===== config.mk =====
export PLATFORM = sky130hd
export DESIGN_NAME = knob_moving_average_mapper
export DESIGN_NICKNAME = d
export VERILOG_FILES = /design/src/rtl/kmam_pkg.sv /design/src/rtl/kmam_div.sv /design/src/rtl/knob_moving_average_mapper.sv
export SDC_FILE = /design/constraint.sdc
export NUM_CORES = 1
export LEC_CHECK = 0
export ABC_CLOCK_PERIOD_IN_PS = 16400
export BUFFER_PORTS_ARGS = -buffer_cell sky130_fd_sc_hd__buf_2
export CORE_MARGIN = 5
export CORE_UTILIZATION = 55
export CTS_CLUSTER_SIZE = 12
export DETAILED_ROUTE_END_ITERATION = 10
export PLACE_DENSITY = 0.68
export SLEW_MARGIN = 10
export SYNTH_ARGS = -nofsm -noshare
export SYNTH_HDL_FRONTEND = slang
export SYNTH_HIERARCHICAL = 1
export SYNTH_SLANG_ARGS = --single-unit

===== constraint.sdc =====
create_clock -name clk_i -period 16.4 [get_ports clk_i]
set_input_delay 0.82 -clock clk_i [delete_from_list [all_inputs] [get_ports clk_i]]
set_output_delay 0.82 -clock clk_i [all_outputs]
set_load 0.005 [all_outputs]

===== src/rtl/kmam_pkg.sv =====
// Shared types and constants for the knob moving-average mapper.
package kmam_pkg;

  localparam int unsigned MAX_WINDOW_DEF  = 16;
  localparam int unsigned SAMPLE_BITS_DEF = 12;
  localparam int unsigned FULL_SCALE_DEF  = 4095;

  localparam int unsigned WIN_W  = 5;
  localparam int unsigned RNG_W  = 16;
  localparam int unsigned THR_W  = 12;
  localparam int unsigned PCT_W  = 7;
  localparam int unsigned APB_AW = 5;
  localparam int unsigned APB_DW = 32;

  localparam logic [WIN_W-1:0]        WIN_RESET      = 5'd10;
  localparam logic signed [RNG_W-1:0] RANGE_MIN_RESET = 16'sd0;
  localparam logic signed [RNG_W-1:0] RANGE_MAX_RESET = 16'sd100;
  localparam logic [THR_W-1:0]        THR_RESET      = 12'd10;
  localparam logic [PCT_W-1:0]        PCT_FULL       = 7'd100;

  // register indexes (byte address / 4)
  localparam logic [2:0] REG_ENABLE    = 3'd0;
  localparam logic [2:0] REG_WINDOW    = 3'd1;
  localparam logic [2:0] REG_RANGE_MIN = 3'd2;
  localparam logic [2:0] REG_RANGE_MAX = 3'd3;
  localparam logic [2:0] REG_THRESHOLD = 3'd4;

  typedef enum logic [2:0] {
    ST_IDLE,
    ST_RING,
    ST_AVG,
    ST_MAP,
    ST_MAPDIV,
    ST_PCT,
    ST_OUT
  } kmam_state_e;

endpackage


===== src/rtl/kmam_div.sv =====
// Restoring shift-subtract divider, one quotient bit per cycle.
module kmam_div #(
  parameter int unsigned NUM_W = 28,
  parameter int unsigned DEN_W = 16
) (
  input  logic             clk_i,
  input  logic             rst_ni,
  input  logic             start_i,
  input  logic [NUM_W-1:0] num_i,
  input  logic [DEN_W-1:0] den_i,
  output logic             busy_o,
  output logic             done_o,
  output logic [NUM_W-1:0] quot_o
);

  localparam int unsigned CNT_W = $clog2(NUM_W + 1);

  logic [NUM_W-1:0] num_q;
  logic [DEN_W-1:0] den_q;
  logic [DEN_W-1:0] rem_q;
  logic [DEN_W-1:0] rem_d;
  logic [CNT_W-1:0] cnt_q;
  logic             busy_q;
  logic             done_q;
  logic [DEN_W:0]   rem_sh;
  logic [DEN_W:0]   rem_nx;
  logic             ge;

  assign rem_sh = {rem_q, num_q[NUM_W-1]};
  assign ge     = (rem_sh >= {1'b0, den_q});
  assign rem_nx = ge ? (rem_sh - {1'b0, den_q}) : rem_sh;
  assign rem_d  = rem_nx[DEN_W-1:0];

  always_ff @(posedge clk_i or negedge rst_ni) begin
    if (!rst_ni) begin
      busy_q <= 1'b0;
      done_q <= 1'b0;
      cnt_q  <= '0;
    end else if (start_i) begin
      busy_q <= 1'b1;
      done_q <= 1'b0;
      cnt_q  <= CNT_W'(NUM_W);
    end else if (busy_q) begin
      cnt_q  <= cnt_q - CNT_W'(1);
      busy_q <= (cnt_q != CNT_W'(1));
      done_q <= (cnt_q == CNT_W'(1));
    end else begin
      done_q <= 1'b0;
    end
  end

  always_ff @(posedge clk_i) begin
    if (start_i) begin
      num_q <= num_i;
      den_q <= den_i;
      rem_q <= '0;
    end else if (busy_q) begin
      num_q <= {num_q[NUM_W-2:0], ge};
      rem_q <= rem_d;
    end
  end

  assign busy_o = busy_q;
  assign done_o = done_q;
  assign quot_o = num_q;

endmodule


===== src/rtl/knob_moving_average_mapper.sv =====
// Knob moving-average mapper: ring-buffer boxcar filter, linear range map, change flag.
// Steps with smoothing on: ring update, serial mean divide, range product, range scale,
//   percent scale and range finish, output; with smoothing off the first two are skipped.
// Flow: one transaction at a time, the next accepted in the cycle after the result is
//   registered; a result cannot be registered while the previous one still waits in
//   the output register for out_ready_i.
// Reset: asynchronous, active low; clears control, ring position, wrap flag, running total,
//   previous result and loads register defaults. Ring memory contents are not cleared.
module knob_moving_average_mapper
  import kmam_pkg::*;
#(
  parameter int unsigned MAX_WINDOW  = MAX_WINDOW_DEF,
  parameter int unsigned SAMPLE_BITS = SAMPLE_BITS_DEF,
  parameter int unsigned FULL_SCALE  = FULL_SCALE_DEF
) (
  input  logic                    clk_i,
  input  logic                    rst_ni,
  // APB configuration port
  input  logic                    psel,
  input  logic                    penable,
  input  logic                    pwrite,
  input  logic [APB_AW-1:0]       paddr,
  input  logic [APB_DW-1:0]       pwdata,
  output logic [APB_DW-1:0]       prdata,
  output logic                    pready,
  // sample input
  input  logic                    in_valid_i,
  output logic                    in_ready_o,
  input  logic [SAMPLE_BITS-1:0]  sample_i,
  // result output
  output logic                    out_valid_o,
  input  logic                    out_ready_i,
  output logic [SAMPLE_BITS-1:0]  filtered_value_o,
  output logic signed [RNG_W-1:0] mapped_value_o,
  output logic [PCT_W-1:0]        percent_value_o,
  output logic                    changed_o
);

  // Widths derived from parameters
  localparam int unsigned CNT_W = $clog2(MAX_WINDOW + 1);
  localparam int unsigned PTR_W = (MAX_WINDOW > 1) ? $clog2(MAX_WINDOW) : 1;
  localparam int unsigned TOT_W = SAMPLE_BITS + $clog2(MAX_WINDOW);
  localparam int unsigned DIV_W = SAMPLE_BITS + RNG_W;
  localparam int unsigned SUM_W = DIV_W + 2;
  localparam int unsigned CMP_W = (SAMPLE_BITS > THR_W) ? SAMPLE_BITS : THR_W;

  // Reciprocal for the division by full scale: floor(n / FULL_SCALE) equals
  // (n * RcpMul) >> RCP_K for every n below 2**DIV_W.
  localparam int unsigned RCP_L  = $clog2(FULL_SCALE);
  localparam int unsigned RCP_K  = DIV_W + RCP_L;
  localparam int unsigned RCP_W  = DIV_W + 1;
  localparam int unsigned PROD_W = DIV_W + RCP_W;
  localparam logic [63:0] RcpFull =
    ((64'd1 << RCP_K) + 64'(FULL_SCALE) - 64'd1) / 64'(FULL_SCALE);
  localparam logic [RCP_W-1:0] RcpMul = RcpFull[RCP_W-1:0];

  localparam logic signed [SUM_W-1:0] MapHi = SUM_W'(2 ** (RNG_W - 1) - 1);
  localparam logic signed [SUM_W-1:0] MapLo = -SUM_W'(2 ** (RNG_W - 1));

  // Configuration registers
  logic                    en_q;
  logic [WIN_W-1:0]        win_q;
  logic signed [RNG_W-1:0] rmin_q;
  logic signed [RNG_W-1:0] rmax_q;
  logic [THR_W-1:0]        thr_q;

  // Filter state
  logic [PTR_W-1:0]        pos_q;
  logic                    wrapped_q;
  logic [TOT_W-1:0]        total_q;
  logic [SAMPLE_BITS-1:0]  prev_q;

  // Per-transaction working registers
  kmam_state_e             state_q, state_d;
  logic [SAMPLE_BITS-1:0]  samp_q;
  logic [SAMPLE_BITS-1:0]  filt_q;
  logic                    neg_q;
  logic                    chg_q;
  logic [DIV_W-1:0]        prod_q;
  logic [DIV_W-1:0]        quot_q;
  logic signed [RNG_W-1:0] map_q;
  logic [PCT_W-1:0]        pct_q;

  // Output register
  logic                    out_valid_q;
  logic [SAMPLE_BITS-1:0]  out_filt_q;
  logic signed [RNG_W-1:0] out_map_q;
  logic [PCT_W-1:0]        out_pct_q;
  logic                    out_chg_q;

  // Ring memory with registered read
  logic [SAMPLE_BITS-1:0]  ring_mem [MAX_WINDOW];
  logic [SAMPLE_BITS-1:0]  ring_rd_q;

  // Control from the FSM
  logic                    in_ready;
  logic                    div_start;
  logic [TOT_W-1:0]        div_num;
  logic [CNT_W-1:0]        div_den;
  logic                    ring_we;
  logic                    out_load;

  // Divider status
  logic                    div_busy;
  logic                    div_done;
  logic [TOT_W-1:0]        div_quot;

  // Datapath signals
  logic                    cfg_wr;
  logic [2:0]              cfg_idx;
  logic [CNT_W-1:0]        w_eff;
  logic [CNT_W-1:0]        pos_p1;
  logic                    wrap_now;
  logic [PTR_W-1:0]        pos_nx;
  logic [CNT_W-1:0]        count;
  logic [TOT_W-1:0]        total_nx;
  logic signed [RNG_W:0]   span;
  logic [RNG_W-1:0]        span_mag;
  logic [DIV_W-1:0]        map_prod;
  logic [DIV_W-1:0]        pct_prod;
  logic [PROD_W-1:0]       rcp_prod;
  logic [DIV_W-1:0]        rcp_quot;
  logic [SAMPLE_BITS-1:0]  diff;
  logic signed [SUM_W-1:0] map_q_ext;
  logic signed [SUM_W-1:0] map_sum;
  logic signed [RNG_W-1:0] map_sat;
  logic [PCT_W-1:0]        pct_sat;

  // ---------------------------------------------------------------------------
  // Configuration port: zero-wait APB, write on the access phase.
  // ---------------------------------------------------------------------------
  assign pready  = 1'b1;
  assign cfg_wr  = psel && penable && pwrite && pready;
  assign cfg_idx = paddr[4:2];

  always_comb begin
    unique case (cfg_idx)
      REG_ENABLE:    prdata = APB_DW'(en_q);
      REG_WINDOW:    prdata = APB_DW'(win_q);
      REG_RANGE_MIN: prdata = APB_DW'(rmin_q);
      REG_RANGE_MAX: prdata = APB_DW'(rmax_q);
      REG_THRESHOLD: prdata = APB_DW'(thr_q);
      default:       prdata = '0;
    endcase
  end

  // ---------------------------------------------------------------------------
  // Effective window: zero acts as one, oversize clamps to the ring depth.
  // ---------------------------------------------------------------------------
  always_comb begin
    if (win_q == '0) begin
      w_eff = CNT_W'(1);
    end else if (int'(win_q) > int'(MAX_WINDOW)) begin
      w_eff = CNT_W'(MAX_WINDOW);
    end else begin
      w_eff = CNT_W'(win_q);
    end
  end

  // Ring pointer advance and running-sum update. The read of the oldest entry
  // was launched at accept time and lands in ring_rd_q during ST_RING.
  assign pos_p1   = CNT_W'(pos_q) + CNT_W'(1);
  assign wrap_now = (pos_p1 >= w_eff);
  assign pos_nx   = wrap_now ? '0 : pos_p1[PTR_W-1:0];
  assign count    = (wrap_now || wrapped_q) ? w_eff : pos_p1;
  assign total_nx = total_q - (wrapped_q ? TOT_W'(ring_rd_q) : '0) + TOT_W'(samp_q);

  // Linear map operands: magnitude division, sign restored afterwards.
  assign span     = {rmax_q[RNG_W-1], rmax_q} - {rmin_q[RNG_W-1], rmin_q};
  assign span_mag = span[RNG_W] ? RNG_W'(-span) : span[RNG_W-1:0];
  assign map_prod = DIV_W'(filt_q) * DIV_W'(span_mag);
  assign pct_prod = DIV_W'(filt_q) * DIV_W'(PCT_FULL);

  // Division by full scale through the reciprocal, one product per cycle.
  assign rcp_prod = PROD_W'(prod_q) * PROD_W'(RcpMul);
  assign rcp_quot = DIV_W'(rcp_prod >> RCP_K);

  assign diff = (filt_q > prev_q) ? (filt_q - prev_q) : (prev_q - filt_q);

  // Restore sign, add range_min, saturate to the 16-bit result.
  assign map_q_ext = neg_q ? -$signed({2'b00, quot_q}) : $signed({2'b00, quot_q});
  assign map_sum   = map_q_ext + SUM_W'(rmin_q);

  always_comb begin
    if (map_sum > MapHi) begin
      map_sat = RNG_W'(MapHi);
    end else if (map_sum < MapLo) begin
      map_sat = RNG_W'(MapLo);
    end else begin
      map_sat = map_sum[RNG_W-1:0];
    end
  end

  assign pct_sat = (rcp_quot > DIV_W'(PCT_FULL)) ? PCT_FULL : rcp_quot[PCT_W-1:0];

  // ---------------------------------------------------------------------------
  // Sequencer
  // ---------------------------------------------------------------------------
  always_ff @(posedge clk_i or negedge rst_ni) begin
    if (!rst_ni) begin
      state_q <= ST_IDLE;
    end else begin
      state_q <= state_d;
    end
  end

  always_comb begin
    state_d   = state_q;
    in_ready  = 1'b0;
    div_start = 1'b0;
    div_num   = '0;
    div_den   = '0;
    ring_we   = 1'b0;
    out_load  = 1'b0;
    unique case (state_q)
      ST_IDLE: begin
        in_ready = 1'b1;
        if (in_valid_i) begin
          state_d = en_q ? ST_RING : ST_MAP;
        end
      end
      ST_RING: begin
        // retire the oldest entry, store the new one, start the mean
        ring_we   = 1'b1;
        div_start = 1'b1;
        div_num   = total_nx;
        div_den   = count;
        state_d   = ST_AVG;
      end
      ST_AVG: begin
        if (div_done) begin
          state_d = ST_MAP;
        end
      end
      ST_MAP: begin
        // form the range product
        state_d = ST_MAPDIV;
      end
      ST_MAPDIV: begin
        // scale the range product, form the percent product
        state_d = ST_PCT;
      end
      ST_PCT: begin
        // scale the percent product, finish the range map
        state_d = ST_OUT;
      end
      ST_OUT: begin
        // hold until the output register is free
        if (!out_valid_q || out_ready_i) begin
          out_load = 1'b1;
          state_d  = ST_IDLE;
        end
      end
      default: begin
        state_d = ST_IDLE;
      end
    endcase
  end

  assign in_ready_o = in_ready;

  // ---------------------------------------------------------------------------
  // Configuration and filter state. A change of enable or window restarts the
  // ring count; writing the same value leaves it alone.
  // ---------------------------------------------------------------------------
  always_ff @(posedge clk_i or negedge rst_ni) begin
    if (!rst_ni) begin
      en_q      <= 1'b0;
      win_q     <= WIN_RESET;
      rmin_q    <= RANGE_MIN_RESET;
      rmax_q    <= RANGE_MAX_RESET;
      thr_q     <= THR_RESET;
      pos_q     <= '0;
      wrapped_q <= 1'b0;
      total_q   <= '0;
      prev_q    <= '0;
    end else begin
      if (cfg_wr) begin
        unique case (cfg_idx)
          REG_ENABLE: begin
            if (pwdata[0] != en_q) begin
              en_q      <= pwdata[0];
              pos_q     <= '0;
              wrapped_q <= 1'b0;
              total_q   <= '0;
            end
          end
          REG_WINDOW: begin
            if (pwdata[WIN_W-1:0] != win_q) begin
              win_q     <= pwdata[WIN_W-1:0];
              pos_q     <= '0;
              wrapped_q <= 1'b0;
              total_q   <= '0;
            end
          end
          REG_RANGE_MIN: rmin_q <= pwdata[RNG_W-1:0];
          REG_RANGE_MAX: rmax_q <= pwdata[RNG_W-1:0];
          REG_THRESHOLD: thr_q  <= pwdata[THR_W-1:0];
          default: ;
        endcase
      end
      if (state_q == ST_RING) begin
        pos_q     <= pos_nx;
        wrapped_q <= wrapped_q || wrap_now;
        total_q   <= total_nx;
      end
      if (state_q == ST_MAP) begin
        prev_q <= filt_q;
      end
    end
  end

  // Ring memory: one write port, one registered read port.
  always_ff @(posedge clk_i) begin
    if (ring_we) begin
      ring_mem[pos_q] <= samp_q;
    end
    if (in_ready && in_valid_i) begin
      ring_rd_q <= ring_mem[pos_q];
    end
  end

  // Working registers of the transaction in flight
  always_ff @(posedge clk_i) begin
    if (in_ready && in_valid_i) begin
      samp_q <= sample_i;
      filt_q <= sample_i;
    end
    if (state_q == ST_AVG && div_done) begin
      filt_q <= div_quot[SAMPLE_BITS-1:0];
    end
    if (state_q == ST_MAP) begin
      neg_q  <= span[RNG_W];
      chg_q  <= (CMP_W'(diff) > CMP_W'(thr_q));
      prod_q <= map_prod;
    end
    if (state_q == ST_MAPDIV) begin
      quot_q <= rcp_quot;
      prod_q <= pct_prod;
    end
    if (state_q == ST_PCT) begin
      map_q <= map_sat;
      pct_q <= pct_sat;
    end
  end

  // ---------------------------------------------------------------------------
  // Output register: a result waits here while the next sample is taken.
  // ---------------------------------------------------------------------------
  always_ff @(posedge clk_i or negedge rst_ni) begin
    if (!rst_ni) begin
      out_valid_q <= 1'b0;
    end else if (out_load) begin
      out_valid_q <= 1'b1;
    end else if (out_ready_i) begin
      out_valid_q <= 1'b0;
    end
  end

  always_ff @(posedge clk_i) begin
    if (out_load) begin
      out_filt_q <= filt_q;
      out_map_q  <= map_q;
      out_pct_q  <= pct_q;
      out_chg_q  <= chg_q;
    end
  end

  assign out_valid_o      = out_valid_q;
  assign filtered_value_o = out_filt_q;
  assign mapped_value_o   = out_map_q;
  assign percent_value_o  = out_pct_q;
  assign changed_o        = out_chg_q;

  // Serial divider for the mean over the ring
  kmam_div #(
    .NUM_W(TOT_W),
    .DEN_W(CNT_W)
  ) u_div (
    .clk_i  (clk_i),
    .rst_ni (rst_ni),
    .start_i(div_start),
    .num_i  (div_num),
    .den_i  (div_den),
    .busy_o (div_busy),
    .done_o (div_done),
    .quot_o (div_quot)
  );

`ifndef NO_ASSERTIONS
  // The divider is never restarted while a division is still running.
  a_div_start_idle: assert property (@(posedge clk_i) disable iff (!rst_ni)
    div_start |-> !div_busy)
    else $error("divider restarted while busy");

  // Ring position stays inside the active window whenever a sample may arrive.
  a_pos_in_window: assert property (@(posedge clk_i) disable iff (!rst_ni)
    (state_q == ST_IDLE && en_q) |-> (CNT_W'(pos_q) < w_eff))
    else $error("ring position outside window");

  // A division result only shows up while the sequencer waits for one.
  a_done_expected: assert property (@(posedge clk_i) disable iff (!rst_ni)
    div_done |-> (state_q == ST_AVG))
    else $error("unexpected divider completion");

  // A delivered percentage never exceeds full scale.
  a_pct_range: assert property (@(posedge clk_i) disable iff (!rst_ni)
    out_valid_o |-> (percent_value_o <= PCT_FULL))
    else $error("percent value above 100");
`endif

endmodule


Word-level counts from Yosys, hierarchy flattened --
Memory sizes are Yosys's and may differ from the RTL's. A register that Yosys moved wholly into a read port is not among the register bits. Cells that the tools add are included.
Word-level totals: output and inout port bits 71, input port bits 56, word-level logic and storage cells 147, memories kept 1, memory bits (writable) 192, register bits 250
Cells by class: reduce and logical (&&, ||, !) cells 23, eq/ne operators 19, multiply operators 3, $add $sub $neg 11, order comparisons 8, multiplexer cells 52
Memories:
- ring_mem | depth 16, width 12, read ports 1, clocked after Yosys merged registers in 1, wr ports 1, RTL line knob_moving_average_mapper.sv:92 | logic [SAMPLE_BITS-1:0] ring_mem [MAX_WINDOW];
Operator list (count):
- 32-bit case mux with 5 select lines | 1
- 16-bit two-way mux | 9
- 28-bit by 29-bit multiplier with 57-bit output (second input constant) | 1
- 12-bit two-way mux | 4
- 19-bit two-way mux | 2
- 16-bit case mux with 2 select lines | 1
- 30-bit by 16-bit adder with 30-bit output | 1
- 30-bit by 16-bit > comparator with 1-bit output (second input constant) | 1
- 30-bit by 16-bit less-than comparator with 1-bit output (second input constant) | 1
- 30-bit two-way mux | 1
- 5-bit two-way mux | 6
- 17-bit negation with 30-bit output | 1
- 12-bit by 16-bit multiplier with 28-bit output | 1
- 12-bit > comparator | 2
- 12-bit subtractor | 2
- 3-bit case mux with 7 select lines | 1
- 4-bit two-way mux | 5
- 17-bit by 7-bit > comparator with 1-bit output (second input constant) | 1
- 12-bit by 5-bit multiplier with 17-bit output (second input constant) | 1
- 16-bit by 16-bit subtractor with 17-bit output | 1
- 16-bit by 12-bit adder with 16-bit output | 1
- 1-bit two-way mux | 16
- 16-bit negation | 1
- 16-bit by 12-bit subtractor with 16-bit output | 1
- other kinds (30) | 54

Logic depth before layout (Yosys ltp) --
Gate-level depths: netlist of run 1.
word-level depth 6, mapped depth 37, mapped depth without buffers 35

Modules after synthesis --
The synthesis of run 1 kept the hierarchy.
Modules (own cells, without submodules):
- knob_moving_average_mapper | instances 1, cells an instance 2963, area each 32333.5 um^2
- kmam_div | instances 1, cells an instance 130, area each 1615.3 um^2

Worst setup path before layout of run 1 --
Ideal clock, no wire load.
path type register to register, start point reg rmax_q[2], end point reg prod_q[26], cell stages (with the launch flop) 34, slack 8350 ps, buffers on the path 2, arrival 7920 ps, path through dfstp_2 ha_1 nor2b_1 o31a_1 o21ai_1 a21oi_1 o311ai_2 a21oi_1 o31a_1 inv_2 buf_4 nand2_1 xor2_1 clkbuf_1 nand2_1 fa_1 inv_1 fa_1 fa_1 fa_1 inv_1 fa_1 inv_1 ha_1 a21o_1 a21o_1 a211oi_1 o211ai_1 nand2_1 o21ai_0 a2111o_1 a31oi_1 xor2_1 o21ai_0
Between the ends: elaborated cells between the ends (all ways) 4
RTL lines:
- from (decl) | RTL line knob_moving_average_mapper.sv:64 | logic signed [RNG_W-1:0] rmax_q;
- from (signal assigned) | RTL line knob_moving_average_mapper.sv:297 | REG_RANGE_MAX: rmax_q <= pwdata[RNG_W-1:0];
- 16-bit by 16-bit subtractor with 17-bit output | RTL line knob_moving_average_mapper.sv:169 | assign span = {rmax_q[RNG_W-1], rmax_q} - {rmin_q[RNG_W-1], rmin_q};
- net span[16] | RTL line knob_moving_average_mapper.sv:117 | logic signed [RNG_W:0] span;
- 16-bit two-way mux | RTL line knob_moving_average_mapper.sv:170 | assign span_mag = span[RNG_W] ? RNG_W'(-span) : span[RNG_W-1:0];
- 12-bit by 16-bit multiplier with 28-bit output | RTL line knob_moving_average_mapper.sv:171 | assign map_prod = DIV_W'(filt_q) * DIV_W'(span_mag);
- to (signal assigned) | RTL line knob_moving_average_mapper.sv:335 | prod_q <= map_prod;
- to (signal assigned) | RTL line knob_moving_average_mapper.sv:339 | prod_q <= pct_prod;
- to (decl) | RTL line knob_moving_average_mapper.sv:79 | logic [DIV_W-1:0] prod_q;
The timed path passes the listed nets, and every way through them passes these cells. A chain may end at the register's enable or synchronous reset.

Final worst setup path of run 1 --
start point reg rmax_q[0], end point reg prod_q[26]
Between the ends: cells in the longest elaborated chain, start to end 4
RTL lines (RTL line):
- 16-bit by 16-bit subtractor with 17-bit output (*) | knob_moving_average_mapper.sv:169
- 16-bit negation | knob_moving_average_mapper.sv:170
- 16-bit two-way mux (*) | knob_moving_average_mapper.sv:170
- 12-bit by 16-bit multiplier with 28-bit output (*) | knob_moving_average_mapper.sv:171
Every way passes the cells marked *; elsewhere a longest branch is shown, timed or not.

==> flow_metrics.tcl, run 1 <==
set metrics [dict create \
    status "complete, no violations" \
    route.met2.wl_um 38800 \
    synth-simple-area-share_pct 10.8 \
    crit_top_cell "fa_1" \
    finalNonFillerCells 4001 \
    htree_levels 2 \
    place_inst 3905 \
    die-area_mm2 0.0668 \
    cts_tree "yes" \
    dr_wl_met3_um 4670 \
    multi_input_area_mm2 0.0189 \
    regToRegSetupSlack_ns 7.25 \
    rsz0062_at_grt "no" \
    hold_ws_ns 0.172 \
    synthArstFlopShare_pct 20.7 \
    synth_top_family_by_area "adder cells" \
    rr_worst_depth 34 \
    synth_top_area_share_pct 30.4 \
    r2r-end "prod_q[26]" \
    cts_max_path_buffers 3 \
    synthXorXnorAreaFrac_pct 3.69 \
    antenna_found_initial 0 \
    synth_cells 3093 \
    drtIter0Drc 1680 \
    layout_common_cells "408 x inv_1, 378 x ha_1, 344 x edfxtp_1, 265 x nand2_1, 181 x fa_1" \
    clock_latency_ns 0.61 \
    hold_class "in -> async" \
    fmax_mhz 109 \
    synth_flop_cell "edfxtp_1" \
    routed_wl_um 80800 \
    seq_area_mm2 0.0130 \
    r2r-start "rmax_q[0]" \
    clk_pin_slew_worst_paths_ns 0.06 \
    grt_max_degree 65 \
    hold_buffers 0 \
    grt_util_all_layers_pct 24.3 \
    start_util_pct 55.3 \
    root_buffer "clkbuf_16" \
    synth_edf_count 344 \
    dp_slack_ns 7.34 \
    yosysTopAreaCell "edfxtp_1" \
    num_rows 91 \
    layout-drive-gt1-share_pct 11.6 \
    routedWlPerCell_um 20.2 \
    grt_overflow_total 0 \
    cts-resized-gates 0 \
    timing.final.hold_violations 0 \
    die_w_um 258 \
    cts_setup_buffers 0 \
    syn_area_mm2 0.0339 \
    layout_min_cycle_time_ns 9.15 \
    topRoutingLayerUsed "met4" \
    cp.required_ns 16.87 \
    avgSynthCellArea_um2 11.0 \
    cts_made_buffers 51 \
    post-dp-hpwl_um 60100 \
    syn_nets 3708 \
    muxShareOfSynthArea_pct 6.30 \
    ys_types 84 \
    synth.area.top_cells "edfxtp_1 30%, ha_1 14%, fa_1 11%" \
    startpoint_type "flop" \
    setup_ws_ns 7.25 \
    drc 0 \
    ios 127 \
    synth_seq_cells 454 \
    first_pass_iters 5 \
    first_global_vias 24300 \
    cpPeakStageDelay_ns 0.55 \
    wl_met1_um 35100 \
    vias 23400 \
    slew_violations 0 \
    synth_compound_area_share_pct 10.2 \
    ys_seq_area_share_pct 38.3 \
    critPathSlowestCell "fa_1" \
    grt_pass1_wl_um 130000 \
    cap_viol_max_count 0 \
    cts.sinks 454 \
    arrival_ns 9.62 \
    fin_skew_ns 0.0529 \
    ant_nets 0 \
    routed_via_density 5.84 \
    finalSetupViolations 0 \
    worstSetupPathType "reg -> reg" \
    slew_headroom_pct 22.0 \
    ys_warn_count 6 \
    n_antenna_cell 0 \
    nFillCells 4982 \
    finalCritPeriodShare_pct 55.8 \
    synth_fa_ha_area_share_pct 24.6 \
    worst_pin_slew_ns 1.17 \
    worstPathMaxFanout 12 \
    die_h_um 258 \
    worst_setup_path_end_kind "flop" \
    area_growth_pct 8.65 \
    gp_congestion 0.961 \
    tns_ns 0 \
    layout_commonest_cell "inv_1" \
    fin_nets 3783 \
    coreArea_mm2 0.0614 \
    io_buffers 107 \
]
[how the worst max path moves through the flow]
| stage | startpoint | to | cells after the start |
|---|---|---|---|
| finish | rmax_q[0] | prod_q[26] | 34 |
| global route | rmax_q[0] | prod_q[26] | 34 |
| CTS | rmax_q[0] | prod_q[26] | 34 |
| detailed placement | rmax_q[0] | prod_q[26] | 34 |
| global placement | rmax_q[0] | prod_q[26] | 33 |
| floorplan | rmax_q[2] | prod_q[26] | 33 |
[logic make-up after synthesis]
family          after synthesis
simple gates                744
fa+ha+maj                   559
compound gates              532
buf+inv                     530
flops                       454
xor+xnor                    142
mux                         131
other cells                   1
[layout make-up]
| type | instances | area share [%] |
|---|---|---|
| repair buffers | 142 | 2.17 |
| clock buffers | 69 | 3.67 |
| inverters | 410 | 4.17 |
| clock inverters | 27 | 0.811 |
| multi-input cells | 2109 | 51.2 |
| well taps | 790 | 2.68 |
| flip-flops and latches | 454 | 35.3 |
[state kept, by name, summed over array words and instances, names as in the netlist, 16 cells and up]
signal,flops
map_q,16
ring_mem,192
quot_q,17
total_q,16
prod_q,28
mapped_value_o,16
rmin_q,16
u_div/quot_o,16
rmax_q,16
[stage by stage]
stage | utilization, % | area [um2]
2_1_floorplan | - | 33900
3_3_place_gp | 57.4 | 35200
3_5_place_dp | 57.4 | 35200
4_1_cts | 60.1 | 36900
5_1_grt | 60.1 | 36900
6_report | 60.1 | 36900
[cells in the mapped netlist (8+ instances only)]
library cell / count
dfrtp_1: 87
nand2_1: 265
inv_1: 408
and2_1: 117
fa_1: 181
mux2i_1: 18
and3_1: 18
o21ai_0: 125
and4_1: 8
a21oi_1: 116
o31ai_1: 12
ha_1: 378
nand4_1: 20
or2_2: 11
xnor2_1: 96
buf_4: 19
buf_1: 11
a211oi_1: 17
nor2_1: 117
a21o_1: 80
mux4_2: 61
nor2b_1: 27
o21bai_1: 19
clkbuf_1: 82
o21ai_1: 19
or3_1: 10
nand3_1: 39
o21a_1: 29
o22ai_1: 12
nor4_1: 14
nand2b_1: 32
nor3_1: 42
dfxtp_1: 16
xor2_1: 45
mux2_2: 52
edfxtp_1: 344
a31oi_1: 19
o211ai_1: 12
o41ai_1: 8
[layer usage]
layer | vias up | global-route usage (%)
li1 | 10900 | -
met5 | - | 0
met4 | 0 | 6.67
met2 | 661 | 41.5
met3 | 124 | 2.84
met1 | 11700 | 33.4
[critical path, delay by kind of cell, from the launching register on]
kind / cells / cell delay (ns)
XOR/XNOR: 2 / 0.37
adder cells (fa/ha/maj): 8 / 3.43
buffers and inverters: 6 / 0.66
AO/OA/AOI/OAI: 15 / 3.83
flip-flops: 1 / 0.37
AND/OR/NAND/NOR: 3 / 0.34
Power of run 1 is left out: the tool's default activity adds up to more than one toggle a clock period on the data nets, which glitch-free logic cannot reach.
==> run 2: changes to the inputs <==
ABC_CLOCK_PERIOD_IN_PS = 8600   (was 16400)
clock period = 8.6 ns   (was 16.4 ns; I/O delays follow)
==> run 2 against run 1 <==
Via count grew 0.86%. First-iteration DRC count rose by 7.1%. Die area unchanged. Worst setup slack worse by 6.9 ns. Utilization up 0.61 points. Non-clock buffer count rose by 23. Clock skew about the same. Global-route usage barely moved. Register-to-register slack got worse by 6.9 ns. Critical path type unchanged. Highest routed layer unchanged.
==> flow_metrics.tcl, run 2 (synthesis results as in run 1) <==
set metrics [dict create \
    holdPathStages 1 \
    rr_worst_depth 33 \
    hold_start "sample_i[0]" \
    cp.required_ns 8.94 \
    layout_commonest_cell "inv_1" \
    regToRegSetupSlack_ns 0.30 \
    finalCritPeriodShare_pct 96.5 \
    layout_common_cells "408 x inv_1, 375 x ha_1, 344 x edfxtp_1, 265 x nand2_1, 180 x fa_1" \
    grt_overflow_total 0 \
    clk_pin_slew_worst_paths_ns 0.06 \
    drc 0 \
    routed_wl_um 81100 \
    worstSetupPathType "reg -> reg" \
    grt_pass1_wl_um 131000 \
    first_global_vias 24500 \
    die-area_mm2 0.0668 \
    layout-drive-gt1-share_pct 12.7 \
    setup_ws_ns 0.303 \
    cp-startpoint "rmax_q[2]" \
    r2r-end "prod_q[15]" \
    fin_util_pct 60.7 \
    die_w_um 258 \
    critPathSlowestCell "fa_1" \
    root_buffer "clkbuf_16" \
    cts_max_path_buffers 3 \
    ant_nets 0 \
    ios 127 \
    area_growth_pct 9.76 \
    reg_top3 "ring_mem x192, prod_q x28, quot_q x17" \
    grt_max_degree 75 \
    cap_viol_max_count 0 \
    r2r-start "rmax_q[2]" \
    timing.final.hold_violations 0 \
    die_h_um 258 \
    final_area_mm2 0.0373 \
    drtIter0Drc 1799 \
    cts_tree "yes" \
    worst_setup_path_end_kind "flop" \
    fin_nets 3808 \
    crit_top_cell "fa_1" \
    worst_pin_slew_ns 1.12 \
    coreArea_mm2 0.0614 \
    startpoint_type "flop" \
    fin_skew_ns 0.0524 \
    arrival_ns 8.64 \
    grt_util_all_layers_pct 24.4 \
    nFillCells 4928 \
    num_rows 91 \
    routedWlPerCell_um 20.1 \
    placed_area_mm2 0.0353 \
    largest_register "ring_mem" \
    slew_headroom_pct 25.2 \
    dp_slack_ns 0.00419 \
    slew_violations 0 \
    tns_ns 0 \
    start_util_pct 55.3 \
    cts.sinks 454 \
    cpPeakStageDelay_ns 0.56 \
    finalSetupViolations 0 \
    largest_register_ffs 192 \
    first_pass_iters 6 \
    antenna_found_initial 0 \
    fmax_mhz 121 \
    hold_class "in -> reg" \
    cts_made_buffers 52 \
    gp_congestion 0.929 \
    layout_min_cycle_time_ns 8.30 \
    status "complete, no violations" \
    holdPathEnd "samp_q[0]" \
    n_antenna_cell 0 \
    vias 23600 \
    worstPathMaxFanout 8 \
    routed_via_density 5.86 \
    htree_levels 2 \
    rsz0062_at_grt "yes" \
    io_buffers 107 \
    post-dp-hpwl_um 60200 \
    clock_latency_ns 0.62 \
]
-- run 2: changes by cell type in the layout (fill, tap and decap cells not counted), moves of 3 or more --
cell / delta
buf_4: +14
clkinv_2: +3
dlygate4sd3_1: +7
a21oi_1: -4
clkbuf_1: -4
o21ai_2: +3
inv_6: +3
clkinv_1: -4
clkinv_4: -3
a21oi_2: +4
ha_1: -3
-- run 2: through the flow --
stage,instances,hold WS (ns)
floorplan,3093,0.134
finish,4024,0.0419
detailed placement,3913,0.356
global placement,3913,0.352
CTS,4015,0.0115
global route,4024,0.0146
-- run 2: worst max-delay path, delay by kind of cell (launching register included) --
kind	cells	cell delay, ns
AOI/OAI and AO/OA	14	2.94
adders and majority gates	7	2.94
buffers and inverters	7	0.77
DFF	1	0.54
and+or+nand+nor	4	0.60
xor gates and xnor gates	1	0.22
-- run 2: worst max path at each step --
stage,depth (start not counted),to
finish,33,prod_q[15]
global route,33,prod_q[26]
CTS,34,prod_q[26]
detailed placement,31,prod_q[26]
global placement,32,prod_q[27]
floorplan,33,prod_q[26]
-- run 2: area by class of cell --
type / count / area, um2 / area share, %
Multi-Input combinational cell: 2109 / 19000 / 50.9
Sequential cell: 454 / 13000 / 34.9
Inverter: 410 / 1540 / 4.13
Clock buffer: 68 / 1390 / 3.73
Timing Repair Buffer: 165 / 1030 / 2.76
Tap cell: 790 / 988 / 2.65
Clock inverter: 27 / 320 / 0.860
Timing Repair inverter: 1 / 7.51 / 0.0201
-- run 2: metal layers --
layer	GRT usage (%)	vias to the layer above	wire length, um
met5	0	-	0
met4	7.29	0	2420
met3	3.76	148	5150
met2	40.8	681	38700
met1	33.3	11800	34800
li1	-	11000	-
-- run 2: repair_timing --
| item | in CTS | in global routing |
|---|---|---|
| gates resized for setup | 1 | 21 |
| buffers inserted | 0 | 8 |
| hold buffers | 7 | 0 |
| setup endpoints to repair | 1 | 12 |
| pin swaps | 0 | 10 |
| gates cloned | 0 | 1 |
| hold endpoints to repair | 26 | 0 |
Power of run 2 is left out for the same reason.
